`src/rtl/gitr_pkg.sv`:
```
package gitr_pkg;

    localparam int SLOTS   = 32;
    localparam int ID_W    = 5;
    localparam int COORD_W = 16;
    localparam int DIV_CNT_W = 5;

    localparam logic [1:0] FUNC_ADD    = 2'd0;
    localparam logic [1:0] FUNC_REMOVE = 2'd1;
    localparam logic [1:0] FUNC_MOVE   = 2'd2;

    localparam logic [2:0] KIND_ENTER  = 3'd0;
    localparam logic [2:0] KIND_LEAVE  = 3'd1;
    localparam logic [2:0] KIND_MOVE   = 3'd2;
    localparam logic [2:0] KIND_INVIEW = 3'd3;
    localparam logic [2:0] KIND_STATUS = 3'd4;

    localparam logic [1:0] ST_OK      = 2'd0;
    localparam logic [1:0] ST_PRESENT = 2'd1;
    localparam logic [1:0] ST_ABSENT  = 2'd2;

    localparam logic REG_GRID_SIZE   = 1'b0;
    localparam logic REG_VIEW_RADIUS = 1'b1;

    typedef struct packed {
        logic signed [COORD_W-1:0] px;
        logic signed [COORD_W-1:0] py;
        logic signed [COORD_W-1:0] cx;
        logic signed [COORD_W-1:0] cy;
    } slot_entry_t;

    typedef enum logic [2:0] {
        S_IDLE,
        S_CHECK,
        S_DIV,
        S_SCAN,
        S_WRITE,
        S_EMIT,
        S_INVIEW,
        S_STATUS
    } state_t;

    // cells within radius on one axis
    function automatic logic axis_near(logic signed [COORD_W-1:0] a,
                                       logic signed [COORD_W-1:0] b,
                                       logic [2:0] r);
        logic signed [COORD_W:0] d;
        logic [COORD_W:0] m;
        begin
            d = {a[COORD_W-1], a} - {b[COORD_W-1], b};
            m = d[COORD_W] ? (~d + 1'b1) : d;
            axis_near = (m <= {{(COORD_W-2){1'b0}}, r});
        end
    endfunction

endpackage

```
`src/rtl/gitr_div.sv`:
```
module gitr_div (
    input  logic                               clk,
    input  logic                               rst_n,
    input  logic                               go,
    input  logic [gitr_pkg::COORD_W-1:0]        divisor,
    input  logic signed [gitr_pkg::COORD_W-1:0] nx,
    input  logic signed [gitr_pkg::COORD_W-1:0] ny,
    output logic                               done,
    output logic signed [gitr_pkg::COORD_W-1:0] qx,
    output logic signed [gitr_pkg::COORD_W-1:0] qy
);
    import gitr_pkg::*;

    // restoring divide on magnitudes, x and y side by side, one bit per cycle
    logic                    run_reg, run_next;
    logic                    done_reg, done_next;
    logic [DIV_CNT_W-1:0]    cnt_reg, cnt_next;
    logic [COORD_W-1:0]      d_reg, d_next;
    logic [COORD_W-1:0]      ax_reg, ax_next, ay_reg, ay_next;
    logic [COORD_W:0]        rx_reg, rx_next, ry_reg, ry_next;
    logic                    sx_reg, sx_next, sy_reg, sy_next;
    logic [COORD_W:0]        tx, ty;

    always_comb
    begin
        run_next  = run_reg;
        done_next = 1'b0;
        cnt_next  = cnt_reg;
        d_next    = d_reg;
        ax_next   = ax_reg;
        ay_next   = ay_reg;
        rx_next   = rx_reg;
        ry_next   = ry_reg;
        sx_next   = sx_reg;
        sy_next   = sy_reg;
        tx = {rx_reg[COORD_W-1:0], ax_reg[COORD_W-1]};
        ty = {ry_reg[COORD_W-1:0], ay_reg[COORD_W-1]};
        if (go)
        begin
            run_next = 1'b1;
            cnt_next = '0;
            d_next   = (divisor == '0) ? COORD_W'(1) : divisor;
            sx_next  = nx[COORD_W-1];
            sy_next  = ny[COORD_W-1];
            ax_next  = nx[COORD_W-1] ? (~nx + 1'b1) : nx;
            ay_next  = ny[COORD_W-1] ? (~ny + 1'b1) : ny;
            rx_next  = '0;
            ry_next  = '0;
        end
        else if (run_reg)
        begin
            if (tx >= {1'b0, d_reg})
            begin
                rx_next = tx - {1'b0, d_reg};
                ax_next = {ax_reg[COORD_W-2:0], 1'b1};
            end
            else
            begin
                rx_next = tx;
                ax_next = {ax_reg[COORD_W-2:0], 1'b0};
            end
            if (ty >= {1'b0, d_reg})
            begin
                ry_next = ty - {1'b0, d_reg};
                ay_next = {ay_reg[COORD_W-2:0], 1'b1};
            end
            else
            begin
                ry_next = ty;
                ay_next = {ay_reg[COORD_W-2:0], 1'b0};
            end
            cnt_next = cnt_reg + 1'b1;
            if (cnt_reg == DIV_CNT_W'(COORD_W-1))
            begin
                run_next  = 1'b0;
                done_next = 1'b1;
            end
        end
    end

    always_ff @(posedge clk or negedge rst_n)
    begin
        if (!rst_n)
        begin
            run_reg  <= 1'b0;
            done_reg <= 1'b0;
            cnt_reg  <= '0;
        end
        else
        begin
            run_reg  <= run_next;
            done_reg <= done_next;
            cnt_reg  <= cnt_next;
        end
    end

    always_ff @(posedge clk)
    begin
        d_reg  <= d_next;
        ax_reg <= ax_next;
        ay_reg <= ay_next;
        rx_reg <= rx_next;
        ry_reg <= ry_next;
        sx_reg <= sx_next;
        sy_reg <= sy_next;
    end

    assign done = done_reg;
    assign qx   = sx_reg ? (~ax_reg + 1'b1) : ax_reg;
    assign qy   = sy_reg ? (~ay_reg + 1'b1) : ay_reg;

endmodule

```
`src/rtl/gitr_mem.sv`:
```
module gitr_mem (
    input  logic                          clk,
    input  logic                          we,
    input  logic [gitr_pkg::ID_W-1:0]     waddr,
    input  gitr_pkg::slot_entry_t         wdata,
    input  logic                          re,
    input  logic [gitr_pkg::ID_W-1:0]     raddr,
    output gitr_pkg::slot_entry_t         rdata
);
    import gitr_pkg::*;

    slot_entry_t mem [SLOTS];
    slot_entry_t rdata_reg;

    always_ff @(posedge clk)
    begin
        if (we)
            mem[waddr] <= wdata;
        if (re)
            rdata_reg <= mem[raddr];
    end

    assign rdata = rdata_reg;

endmodule

```
`src/rtl/grid_interest_tracker.sv`:
```
// Sequence: a status-only request goes from the check straight to the status strobe;
//   a full request runs check, divide, scan, write-back, three notice passes,
//   an in-view pass, and status.
// Throughput: one request at a time; busy stays high until the status item.
// Reset: asynchronous, active low; clears all slot valid bits and config
//   registers to grid_size 64, view_radius 1. Results cannot be stalled.
module grid_interest_tracker (
    input  logic                                clk,
    input  logic                                rst_n,
    input  logic                                start,
    output logic                                busy,
    input  logic [1:0]                          func,
    input  logic [gitr_pkg::ID_W-1:0]           entity_id,
    input  logic signed [gitr_pkg::COORD_W-1:0] pos_x,
    input  logic signed [gitr_pkg::COORD_W-1:0] pos_y,
    input  logic                                wr_en,
    input  logic                                wr_index,
    input  logic [15:0]                         wr_data,
    output logic                                strobe,
    output logic [gitr_pkg::ID_W-1:0]           target_id,
    output logic [2:0]                          kind,
    output logic [gitr_pkg::ID_W-1:0]           about_id,
    output logic signed [gitr_pkg::COORD_W-1:0] about_x,
    output logic signed [gitr_pkg::COORD_W-1:0] about_y,
    output logic [1:0]                          status,
    output logic                                last
);
    import gitr_pkg::*;

    // configuration
    logic [15:0] grid_size_reg;
    logic [2:0]  view_radius_reg;

    // request latch
    state_t                    state_reg, state_next;
    logic [1:0]                func_reg, func_next;
    logic [ID_W-1:0]           id_reg, id_next;
    logic signed [COORD_W-1:0] px_reg, px_next, py_reg, py_next;
    logic signed [COORD_W-1:0] cx_reg, cx_next, cy_reg, cy_next;
    logic [1:0]                st_reg, st_next;

    // old entry of the acted-on slot, taken when the divide finishes
    slot_entry_t               old_reg, old_next;
    logic                      same_reg, same_next;

    // slot valid bits and neighbor sets
    logic [SLOTS-1:0]          valid_reg, valid_next;
    logic [SLOTS-1:0]          bef_reg, bef_next, aft_reg, aft_next;

    // scan counters; read pipeline tag follows the memory latency
    logic [ID_W-1:0]           cnt_reg, cnt_next;
    logic                      issue_reg, issue_next;
    logic                      rvld_reg, rvld_next;
    logic [ID_W-1:0]           ridx_reg, ridx_next;
    logic [1:0]                pass_reg, pass_next;

    // memory and divider hookup
    logic                      mem_we, mem_re;
    logic [ID_W-1:0]           mem_raddr;
    slot_entry_t               mem_wdata, mem_rdata;
    logic                      div_go, div_done;
    logic signed [COORD_W-1:0] qx, qy;

    // result register
    logic                      emit;
    logic [ID_W-1:0]           e_target, e_about;
    logic [2:0]                e_kind;
    logic signed [COORD_W-1:0] e_x, e_y;
    logic [1:0]                e_status;
    logic                      e_last;

    logic                      nb_bef, nb_aft, other;
    logic [SLOTS-1:0]          pass_set;

    gitr_div u_div (
        .clk     (clk),
        .rst_n   (rst_n),
        .go      (div_go),
        .divisor (grid_size_reg),
        .nx      (px_reg),
        .ny      (py_reg),
        .done    (div_done),
        .qx      (qx),
        .qy      (qy)
    );

    gitr_mem u_mem (
        .clk   (clk),
        .we    (mem_we),
        .waddr (id_reg),
        .wdata (mem_wdata),
        .re    (mem_re),
        .raddr (mem_raddr),
        .rdata (mem_rdata)
    );

    assign mem_wdata = '{px: px_reg, py: py_reg, cx: cx_reg, cy: cy_reg};

    // neighbor test on the slot coming back from memory; add has no "before",
    // remove has no "after", a move to the same spot has neither
    assign other  = rvld_reg && (ridx_reg != id_reg) && valid_reg[ridx_reg];
    assign nb_bef = other && (func_reg != FUNC_ADD) && !same_reg
                    && axis_near(mem_rdata.cx, old_reg.cx, view_radius_reg)
                    && axis_near(mem_rdata.cy, old_reg.cy, view_radius_reg);
    assign nb_aft = other && (func_reg == FUNC_ADD || (func_reg == FUNC_MOVE && !same_reg))
                    && axis_near(mem_rdata.cx, cx_reg, view_radius_reg)
                    && axis_near(mem_rdata.cy, cy_reg, view_radius_reg);

    always_comb
    begin
        unique case (pass_reg)
            2'd0:    pass_set = bef_reg & aft_reg;
            2'd1:    pass_set = bef_reg & ~aft_reg;
            default: pass_set = aft_reg & ~bef_reg;
        endcase
    end

    always_comb
    begin
        state_next = state_reg;
        func_next  = func_reg;
        id_next    = id_reg;
        px_next    = px_reg;
        py_next    = py_reg;
        cx_next    = cx_reg;
        cy_next    = cy_reg;
        st_next    = st_reg;
        old_next   = old_reg;
        same_next  = same_reg;
        valid_next = valid_reg;
        bef_next   = bef_reg;
        aft_next   = aft_reg;
        cnt_next   = cnt_reg;
        issue_next = issue_reg;
        rvld_next  = 1'b0;
        ridx_next  = cnt_reg;
        pass_next  = pass_reg;
        mem_we     = 1'b0;
        mem_re     = 1'b0;
        mem_raddr  = cnt_reg;
        div_go     = 1'b0;
        emit       = 1'b0;
        e_target   = id_reg;
        e_about    = id_reg;
        e_kind     = KIND_STATUS;
        e_x        = '0;
        e_y        = '0;
        e_status   = ST_OK;
        e_last     = 1'b0;

        unique case (state_reg)
            S_IDLE:
            begin
                if (start)
                begin
                    func_next  = func;
                    id_next    = entity_id;
                    px_next    = pos_x;
                    py_next    = pos_y;
                    st_next    = ST_OK;
                    state_next = S_CHECK;
                end
            end
            S_CHECK:
            begin
                if (func_reg == FUNC_ADD && valid_reg[id_reg])
                begin
                    st_next    = ST_PRESENT;
                    state_next = S_STATUS;
                end
                else if (func_reg != FUNC_ADD && !(func_reg inside {FUNC_REMOVE, FUNC_MOVE}
                         && valid_reg[id_reg]))
                begin
                    st_next    = ST_ABSENT;
                    state_next = S_STATUS;
                end
                else
                begin
                    div_go     = 1'b1;
                    mem_re     = 1'b1;
                    mem_raddr  = id_reg;
                    state_next = S_DIV;
                end
            end
            S_DIV:
            begin
                if (div_done)
                begin
                    cx_next    = qx;
                    cy_next    = qy;
                    old_next   = mem_rdata;
                    same_next  = (func_reg == FUNC_MOVE) && (mem_rdata.px == px_reg)
                                 && (mem_rdata.py == py_reg);
                    bef_next   = '0;
                    aft_next   = '0;
                    cnt_next   = '0;
                    issue_next = 1'b1;
                    state_next = S_SCAN;
                end
            end
            S_SCAN:
            begin
                mem_re    = issue_reg;
                rvld_next = issue_reg;
                if (issue_reg)
                begin
                    cnt_next = cnt_reg + 1'b1;
                    if (cnt_reg == ID_W'(SLOTS-1))
                        issue_next = 1'b0;
                end
                if (nb_bef)
                    bef_next[ridx_reg] = 1'b1;
                if (nb_aft)
                    aft_next[ridx_reg] = 1'b1;
                if (rvld_reg && ridx_reg == ID_W'(SLOTS-1))
                    state_next = S_WRITE;
            end
            S_WRITE:
            begin
                if (func_reg == FUNC_REMOVE)
                    valid_next[id_reg] = 1'b0;
                else
                begin
                    valid_next[id_reg] = 1'b1;
                    mem_we = !same_reg;
                end
                cnt_next   = '0;
                pass_next  = 2'd0;
                state_next = S_EMIT;
            end
            S_EMIT:
            begin
                // one slot per cycle: move, then leave, then enter notices
                emit     = pass_set[cnt_reg];
                e_target = cnt_reg;
                unique case (pass_reg)
                    2'd0:    e_kind = KIND_MOVE;
                    2'd1:    e_kind = KIND_LEAVE;
                    default: e_kind = KIND_ENTER;
                endcase
                if (pass_reg != 2'd1)
                begin
                    e_x = px_reg;
                    e_y = py_reg;
                end
                cnt_next = cnt_reg + 1'b1;
                if (cnt_reg == ID_W'(SLOTS-1))
                begin
                    pass_next = pass_reg + 1'b1;
                    if (pass_reg == 2'd2)
                    begin
                        issue_next = 1'b1;
                        state_next = S_INVIEW;
                    end
                end
            end
            S_INVIEW:
            begin
                mem_re    = issue_reg;
                rvld_next = issue_reg;
                if (issue_reg)
                begin
                    cnt_next = cnt_reg + 1'b1;
                    if (cnt_reg == ID_W'(SLOTS-1))
                        issue_next = 1'b0;
                end
                emit    = rvld_reg && aft_reg[ridx_reg] && !bef_reg[ridx_reg];
                e_kind  = KIND_INVIEW;
                e_about = ridx_reg;
                e_x     = mem_rdata.px;
                e_y     = mem_rdata.py;
                if (rvld_reg && ridx_reg == ID_W'(SLOTS-1))
                    state_next = S_STATUS;
            end
            S_STATUS:
            begin
                emit       = 1'b1;
                e_status   = st_reg;
                e_last     = 1'b1;
                state_next = S_IDLE;
            end
            default:
            begin
                state_next = S_IDLE;
            end
        endcase
    end

    always_ff @(posedge clk or negedge rst_n)
    begin
        if (!rst_n)
        begin
            state_reg       <= S_IDLE;
            valid_reg       <= '0;
            grid_size_reg   <= 16'd64;
            view_radius_reg <= 3'd1;
            issue_reg       <= 1'b0;
            rvld_reg        <= 1'b0;
            cnt_reg         <= '0;
            pass_reg        <= '0;
            strobe          <= 1'b0;
        end
        else
        begin
            state_reg <= state_next;
            valid_reg <= valid_next;
            issue_reg <= issue_next;
            rvld_reg  <= rvld_next;
            cnt_reg   <= cnt_next;
            pass_reg  <= pass_next;
            strobe    <= emit;
            if (wr_en)
            begin
                unique case (wr_index)
                    REG_GRID_SIZE:   grid_size_reg   <= wr_data;
                    REG_VIEW_RADIUS: view_radius_reg <= wr_data[2:0];
                    default:         grid_size_reg   <= grid_size_reg;
                endcase
            end
        end
    end

    always_ff @(posedge clk)
    begin
        func_reg  <= func_next;
        id_reg    <= id_next;
        px_reg    <= px_next;
        py_reg    <= py_next;
        cx_reg    <= cx_next;
        cy_reg    <= cy_next;
        st_reg    <= st_next;
        old_reg   <= old_next;
        same_reg  <= same_next;
        bef_reg   <= bef_next;
        aft_reg   <= aft_next;
        ridx_reg  <= ridx_next;
        target_id <= e_target;
        kind      <= e_kind;
        about_id  <= e_about;
        about_x   <= e_x;
        about_y   <= e_y;
        status    <= e_status;
        last      <= e_last;
    end

    assign busy = (state_reg != S_IDLE);

endmodule

```
`config.mk`:
```
export PLATFORM = sky130hd
export DESIGN_NAME = grid_interest_tracker
export DESIGN_NICKNAME = d
export VERILOG_FILES = /design/src/rtl/gitr_pkg.sv /design/src/rtl/gitr_div.sv /design/src/rtl/gitr_mem.sv /design/src/rtl/grid_interest_tracker.sv
export SDC_FILE = /design/constraint.sdc
export NUM_CORES = 2
export LEC_CHECK = 0
export BUFFER_PORTS_ARGS = -buffer_cell sky130_fd_sc_hd__buf_2
export CAP_MARGIN = 10
export CORE_MARGIN = 2
export CORE_UTILIZATION = 40
export DETAILED_ROUTE_END_ITERATION = 6
export GPL_TIMING_DRIVEN = 1
export MAX_ROUTING_LAYER = met4
export PLACE_DENSITY = 0.56
export SYNTH_ARGS = -nofsm -noshare
export SYNTH_HDL_FRONTEND = slang
export SYNTH_SLANG_ARGS = --single-unit
```
`constraint.sdc`:
```
create_clock -name clk -period 12.95 [get_ports clk]
set_input_delay 0.6475 -clock clk [delete_from_list [all_inputs] [get_ports clk]]
set_output_delay 0.6475 -clock clk [all_outputs]
set_load 0.02 [all_outputs]
```
After elaboration in Yosys (flattened, before gate mapping):

Memory sizes are Yosys's and may differ from the RTL's. A register that Yosys moved wholly into a read port is not among the register bits.
Cells that the tools add are included.

* add/subtract/negate cells: 17
* magnitude comparators: 11
* eq/ne operators: 28
* mux-type cells: 91
* bitwise logic cells: 19
* reduce and logical (&&, ||, !) cells: 49

Operator list (count)
* 16-bit two-way mux: 12
* 32-bit case mux with 2 select lines: 3
* 32-bit AND: 4
* 32-bit two-way mux: 4
* 32-bit NOT: 3
* 32-bit OR: 3
* 17-bit by 1-bit adder with 17-bit output, second input constant: 4
* 17-bit by 3-bit <= comparator with 1-bit output: 4
* 17-bit two-way mux: 4
* 17-bit NOT: 4
* 16-bit by 16-bit subtractor with 17-bit output: 4
* 16-bit by 1-bit adder with 16-bit output, second input constant: 4
* 16-bit NOT: 4
* 16-bit case mux with 2 select lines: 2
* 5-bit two-way mux: 9
* 17-bit by 16-bit >= comparator with 1-bit output: 2
* 16-bit equality test: 2
* 16-bit subtractor: 2
* 1-bit two-way mux: 29
* 1-bit binary-select mux with 5-bit select: 5
* 3-bit two-way mux: 8
* 3-bit case mux with 8 select lines: 1
* 1-bit logical AND: 20
* 5-bit case mux with 4 select lines: 1
* other kinds (35): 77

* register bits: 376
* bits in writable memories: 2048
* input bits: 60
* output and inout bits: 50
* word-level logic and storage cells: 255
* memories: 1

Memories
* u_mem.mem: words 32, bits a word 64, read ports 1, clocked after memory_dff 1, write ports 1, RTL line gitr_mem.sv:12 `slot_entry_t mem [SLOTS];`

Logic depth before layout (Yosys ltp):

* depth after elaboration: 9
* depth in mapped cells: 23

Cells and area by module:

Synthesis repeated with hierarchy kept, for this count alone.

* cells, all modules: 5851
* area, all modules: 105316.0 µm²

By module, submodules not included
* gitr_mem: instances 1, cells an instance 3096, area each 79623.9 µm², sequential area each 63420.8 µm²
* grid_interest_tracker: instances 1, cells an instance 2034, area each 19303.5 µm², sequential area each 7770.0 µm²
* gitr_div: instances 1, cells an instance 721, area each 6388.6 µm², sequential area each 2317.2 µm²

Worst setup path before layout:

No wires, ideal clock.

* kind: reg-to-reg
* from: register state_reg[0]
* to: register bef_reg[0], enable pin
* setup time: 428 ps
* arrival time: 6834 ps
* data required time: 12522 ps
* path slack: 5688 ps
* stages on the path, launching flop included: 5
* buffers on the path: 1
* period minus slack after synthesis: 7262 ps
* path through: dfrtp_1 > clkbuf_1 > nand2b_1 > nor3b_1 > o21bai_1

* word-level cells in the longest chain between the ends: 3
* elaborated cells between the ends (all ways): 6
* those cells by class: 4 x eq/ne; 2 x reduce/logical

RTL lines
* from (decl): RTL line grid_interest_tracker.sv:35 `state_t state_reg, state_next;`
* from (signal assigned): RTL line grid_interest_tracker.sv:305 `state_reg <= state_next;`
* 3-bit by 2-bit equality test with 1-bit output: RTL line grid_interest_tracker.sv:151 `unique case (state_reg)`
* 2-bit inequality test (no line) (tied with other cells)
* 3-bit AND reduction (no line) *
* to (signal assigned): RTL line grid_interest_tracker.sv:334 `bef_reg <= bef_next;`
* to (decl): RTL line grid_interest_tracker.sv:48 `logic [SLOTS-1:0] bef_reg, bef_next, aft_reg, aft_next;`

Mark *: on every way between the ends. The rest lies on a longest branch, timed or not.
A chain may end at the register's enable or synchronous reset.

Worst setup path in the final report:

* from: register id_reg[1]
* to: register, netlist name u_mem.rdata[21]

* word-level cells in the longest chain between the ends: 8
* elaborated cells between the ends (all ways): 12
* those cells by class: 8 x mux; 4 x reduce/logical

RTL lines
* from (decl): RTL line grid_interest_tracker.sv:37 `logic [ID_W-1:0] id_reg, id_next;`
* from (signal assigned): RTL line grid_interest_tracker.sv:326 `id_reg <= id_next;`
* 1-bit binary-select mux with 5-bit select: RTL line grid_interest_tracker.sv:166, grid_interest_tracker.sv:172
* 1-bit two-way mux (not written as such): RTL line grid_interest_tracker.sv:166, grid_interest_tracker.sv:172
* 1-bit logical AND: RTL line grid_interest_tracker.sv:172 `&& valid_reg[id_reg]))`
* 1-bit zero test: RTL line grid_interest_tracker.sv:171 `else if (func_reg != FUNC_ADD && !(func_reg inside {FUNC_REMOVE, FUNC_MOVE}`
* 1-bit logical AND: RTL line grid_interest_tracker.sv:171
* 1-bit two-way mux / 5-bit two-way mux (equally long branches): RTL line grid_interest_tracker.sv:171
* 1-bit two-way mux / 5-bit two-way mux (equally long branches): RTL line grid_interest_tracker.sv:166 `if (func_reg == FUNC_ADD && valid_reg[id_reg])`
* 1-bit case mux with 2 select lines / 5-bit two-way mux (equally long branches): RTL line grid_interest_tracker.sv:151

Several ways; a longest one is shown, not always the timed one. The select of a mux whose other input is x is not followed.

==> impl_metrics.tcl <==
set metrics [dict create \
    period_share 0.597 \
    route.detailed.drc 0 \
    grt_max_degree 142 \
    whs_endpoint "view_radius_reg[2]" \
    synth_cells 7490 \
    critPathRequiredTime_ns 13.61 \
    nNetsFinal 7893 \
    io_buffers 109 \
    finalClockSkew_ns 0.0937 \
    drv_slew 0 \
    synth_largest_area_cell "edfxtp_1" \
    yosysSeqAreaShare 0.699 \
    initial_core_util 0.402 \
    worstHoldStart "wr_data[2]" \
    ctsHoldBuffers 53 \
    cts_setup_buffers 0 \
    power_density_nw_per_um2 138 \
    yosys.area.top_type_share 0.665 \
    rsz0062_at_grt "no" \
    fin_cells 11400 \
    via_per_inst 5.82 \
    cts_tree "built" \
    placed_cells 10900 \
    wl_per_cell_microns 28.7 \
    clockBufferDepth 4 \
    netlist_area_sq_um 105000 \
    hold_depth 2 \
    first_pass_iters 6 \
    max-cap-violations 0 \
    synth_top_cells_by_count "edfxtp_1 (2332), nand2_1 (1238), mux2i_1 (387)" \
    vias 66500 \
    synthArstFlopShare 0.0285 \
    ctsRootBufferMaster "clkbuf_16" \
    path_clk_slew_ns 0.06 \
    cts_buffers 286 \
    synthTopCellsByArea "edfxtp_1 (67%), nand2_1 (4.4%), mux2i_1 (3.7%)" \
    syn_nets 7683 \
    synth_edf_count 2332 \
    crit_chain "mux4_2, a22o_1, a2111oi_2, o221ai_2, mux2i_4, buf_4, buf_4, mux2i_4, buf_4, nand2_4, buf_4, buf_4, o22ai_1, or4_1, a311o_1" \
    die_w_microns 517 \
    finalCriticalPeriod_ns 7.72 \
    io_pins 110 \
    grt_use_total 0.248 \
    status "finished, final reports clean" \
    drive_gt1_frac 0.121 \
    utilization 0.457 \
    die_area_sq_um 267000 \
    ys_types 83 \
    overflow 0 \
    ys_ff_latch 2488 \
    cp_max_fo 60 \
    r2r_setup_slack_ns 5.23 \
    hold_class "in2reg" \
    die_h_microns 517 \
    relSlewSlack 0.160 \
    crit_path_max_incr_delay_ns 0.99 \
    cts.htree.levels 5 \
    synthFlopType "edfxtp_1" \
    fmax_ghz 0.129 \
    gp_routability_congestion 0.864 \
    core_sq_um 262000 \
    row_count 188 \
    cts_resized 0 \
    critPathArrivalTime_ns 8.38 \
    area_growth_pct 13.7 \
    r2r-start "id_reg[1]" \
    clk-insertion-delay-late_ns 0.96 \
    worstRegToRegCells 15 \
    wl_microns 328000 \
    grt_pass1_vias 62800 \
    regToRegEndpoint "u_mem.rdata[21]" \
    fin_setup_tns_ns 0 \
    crit_buf_inv 5 \
    cp_common_cell "buf_4" \
    path_class "reg2reg" \
    cp_slowest_cell "edfxtp_1" \
    critPathTopFamily "buffers and inverters" \
    drt-initial-drc-count 7772 \
    cp-start-kind "flip-flop" \
    grt_antenna_before_repair 6 \
    clock-sinks 2488 \
    yosys_warnings 0 \
    timing_hold_violations_final 0 \
    grt_pass1_wl_microns 464000 \
    setup_violations 0 \
    total_power_mw 16.6 \
    synth.most_common_cell "edfxtp_1" \
    peakVddDrop_v 0.000155 \
    syn_avg_cell_area_sq_um 14.0 \
    worst_pin_slew_ns 1.26 \
    cp-end-kind "flip-flop" \
    p_leak_nw 42.2 \
    place_hpwl_microns 179000 \
    drtAntennaViolNets 0 \
    largest_reg_flops 2048 \
]
metal layers:
layer	global-route usage	wire, microns
met2	0.389	155000
met5	-	0
met4	0.0766	10300
met1	0.339	137000
met3	0.0315	24800
how the worst max path moves through the flow:
stage	start	to	slack, ns	cells past startpoint
after floorplan	state_reg[0]	bef_reg[0]	5.69	4
after CTS	id_reg[1]	u_mem.rdata[21]	5.32	15
after global routing	id_reg[1]	u_mem.rdata[47]	4.94	15
after global placement	id_reg[1]	u_mem.rdata[21]	5.38	15
after detailed placement	id_reg[1]	u_mem.rdata[47]	5.35	15
final	id_reg[1]	u_mem.rdata[21]	5.23	15
metrics by stage:
step	hold slack (ns)	setup slack [ns]	instance area (sq um)
final	0.0666	5.23	120000
after global routing	0.0376	4.94	120000
after CTS	0.00243	5.32	120000
after detailed placement	0.462	5.35	110000
after global placement	0.448	5.38	110000
after floorplan	0.352	5.69	105000
power by group:
| part | switching [mW] | internal (mW) | total, mW | leakage (nW) |
|---|---|---|---|---|
| clock network | 3.19 | 4.64 | 7.83 | 4.37 |
| registers | 0.00842 | 8.67 | 8.68 | 22.7 |
| logic | 0.0229 | 0.0311 | 0.0540 | 15.2 |
| total | 3.22 | 13.3 | 16.6 | 42.2 |
worst register-to-register path, stage by stage (launching register included):
cell and delay (ns):
edfxtp_1 0.99, mux4_2 0.60, a22o_1 0.26, a2111oi_2 0.42, o221ai_2 0.27, mux2i_4 0.29
buf_4 0.43, buf_4 0.79, mux2i_4 0.13, buf_4 0.30, nand2_4 0.57, buf_4 0.75
buf_4 0.70, o22ai_1 0.18, or4_1 0.44, a311o_1 0.36
cell usage in the layout (no fill, tap or decap), types with 57 or more instances in the layout:
cell and n:
a21oi_1 285, a31oi_1 153, a32oi_1 81, buf_2 108, buf_4 173, clkbuf_16 298
dfrtp_1 68, dfxtp_1 85, edfxtp_1 2332, ha_1 125, inv_1 165, mux2i_1 382
mux4_2 135, nand2_1 1233, nand3_1 333, nand4_1 75, nor2_1 276, nor3_1 57
o21ai_0 202, o22ai_1 86, xnor2_1 121, xor2_1 71
kinds of logic (layout without fill, tap and decap cells):
| group | Yosys count | after routing | share of synthesized area |
|---|---|---|---|
| adders and majority gates | 133 | 133 | 0.0162 |
| AOI/OAI and AO/OA | 1212 | 1212 | 0.0762 |
| muxes | 560 | 560 | 0.0700 |
| xor gates and xnor gates | 192 | 192 | 0.0160 |
| buffers and inverters | 590 | 995 | 0.0255 |
| other | 0 | 7 | 0 |
| and+or+nand+nor | 2315 | 2315 | 0.0975 |
| DFF | 2488 | 2488 | 0.699 |
layout make-up:
cell class,instances,area [sq um]
clock buffer,366,7830
sequential,2488,73500
clock inverter,117,1130
timing repair buffer,346,2640
multi-input combinational,4412,29500
fill,23100,142000
antenna,7,17.5
tap,3515,4400
inverter,166,623
Power figures use the tool's default switching activity.
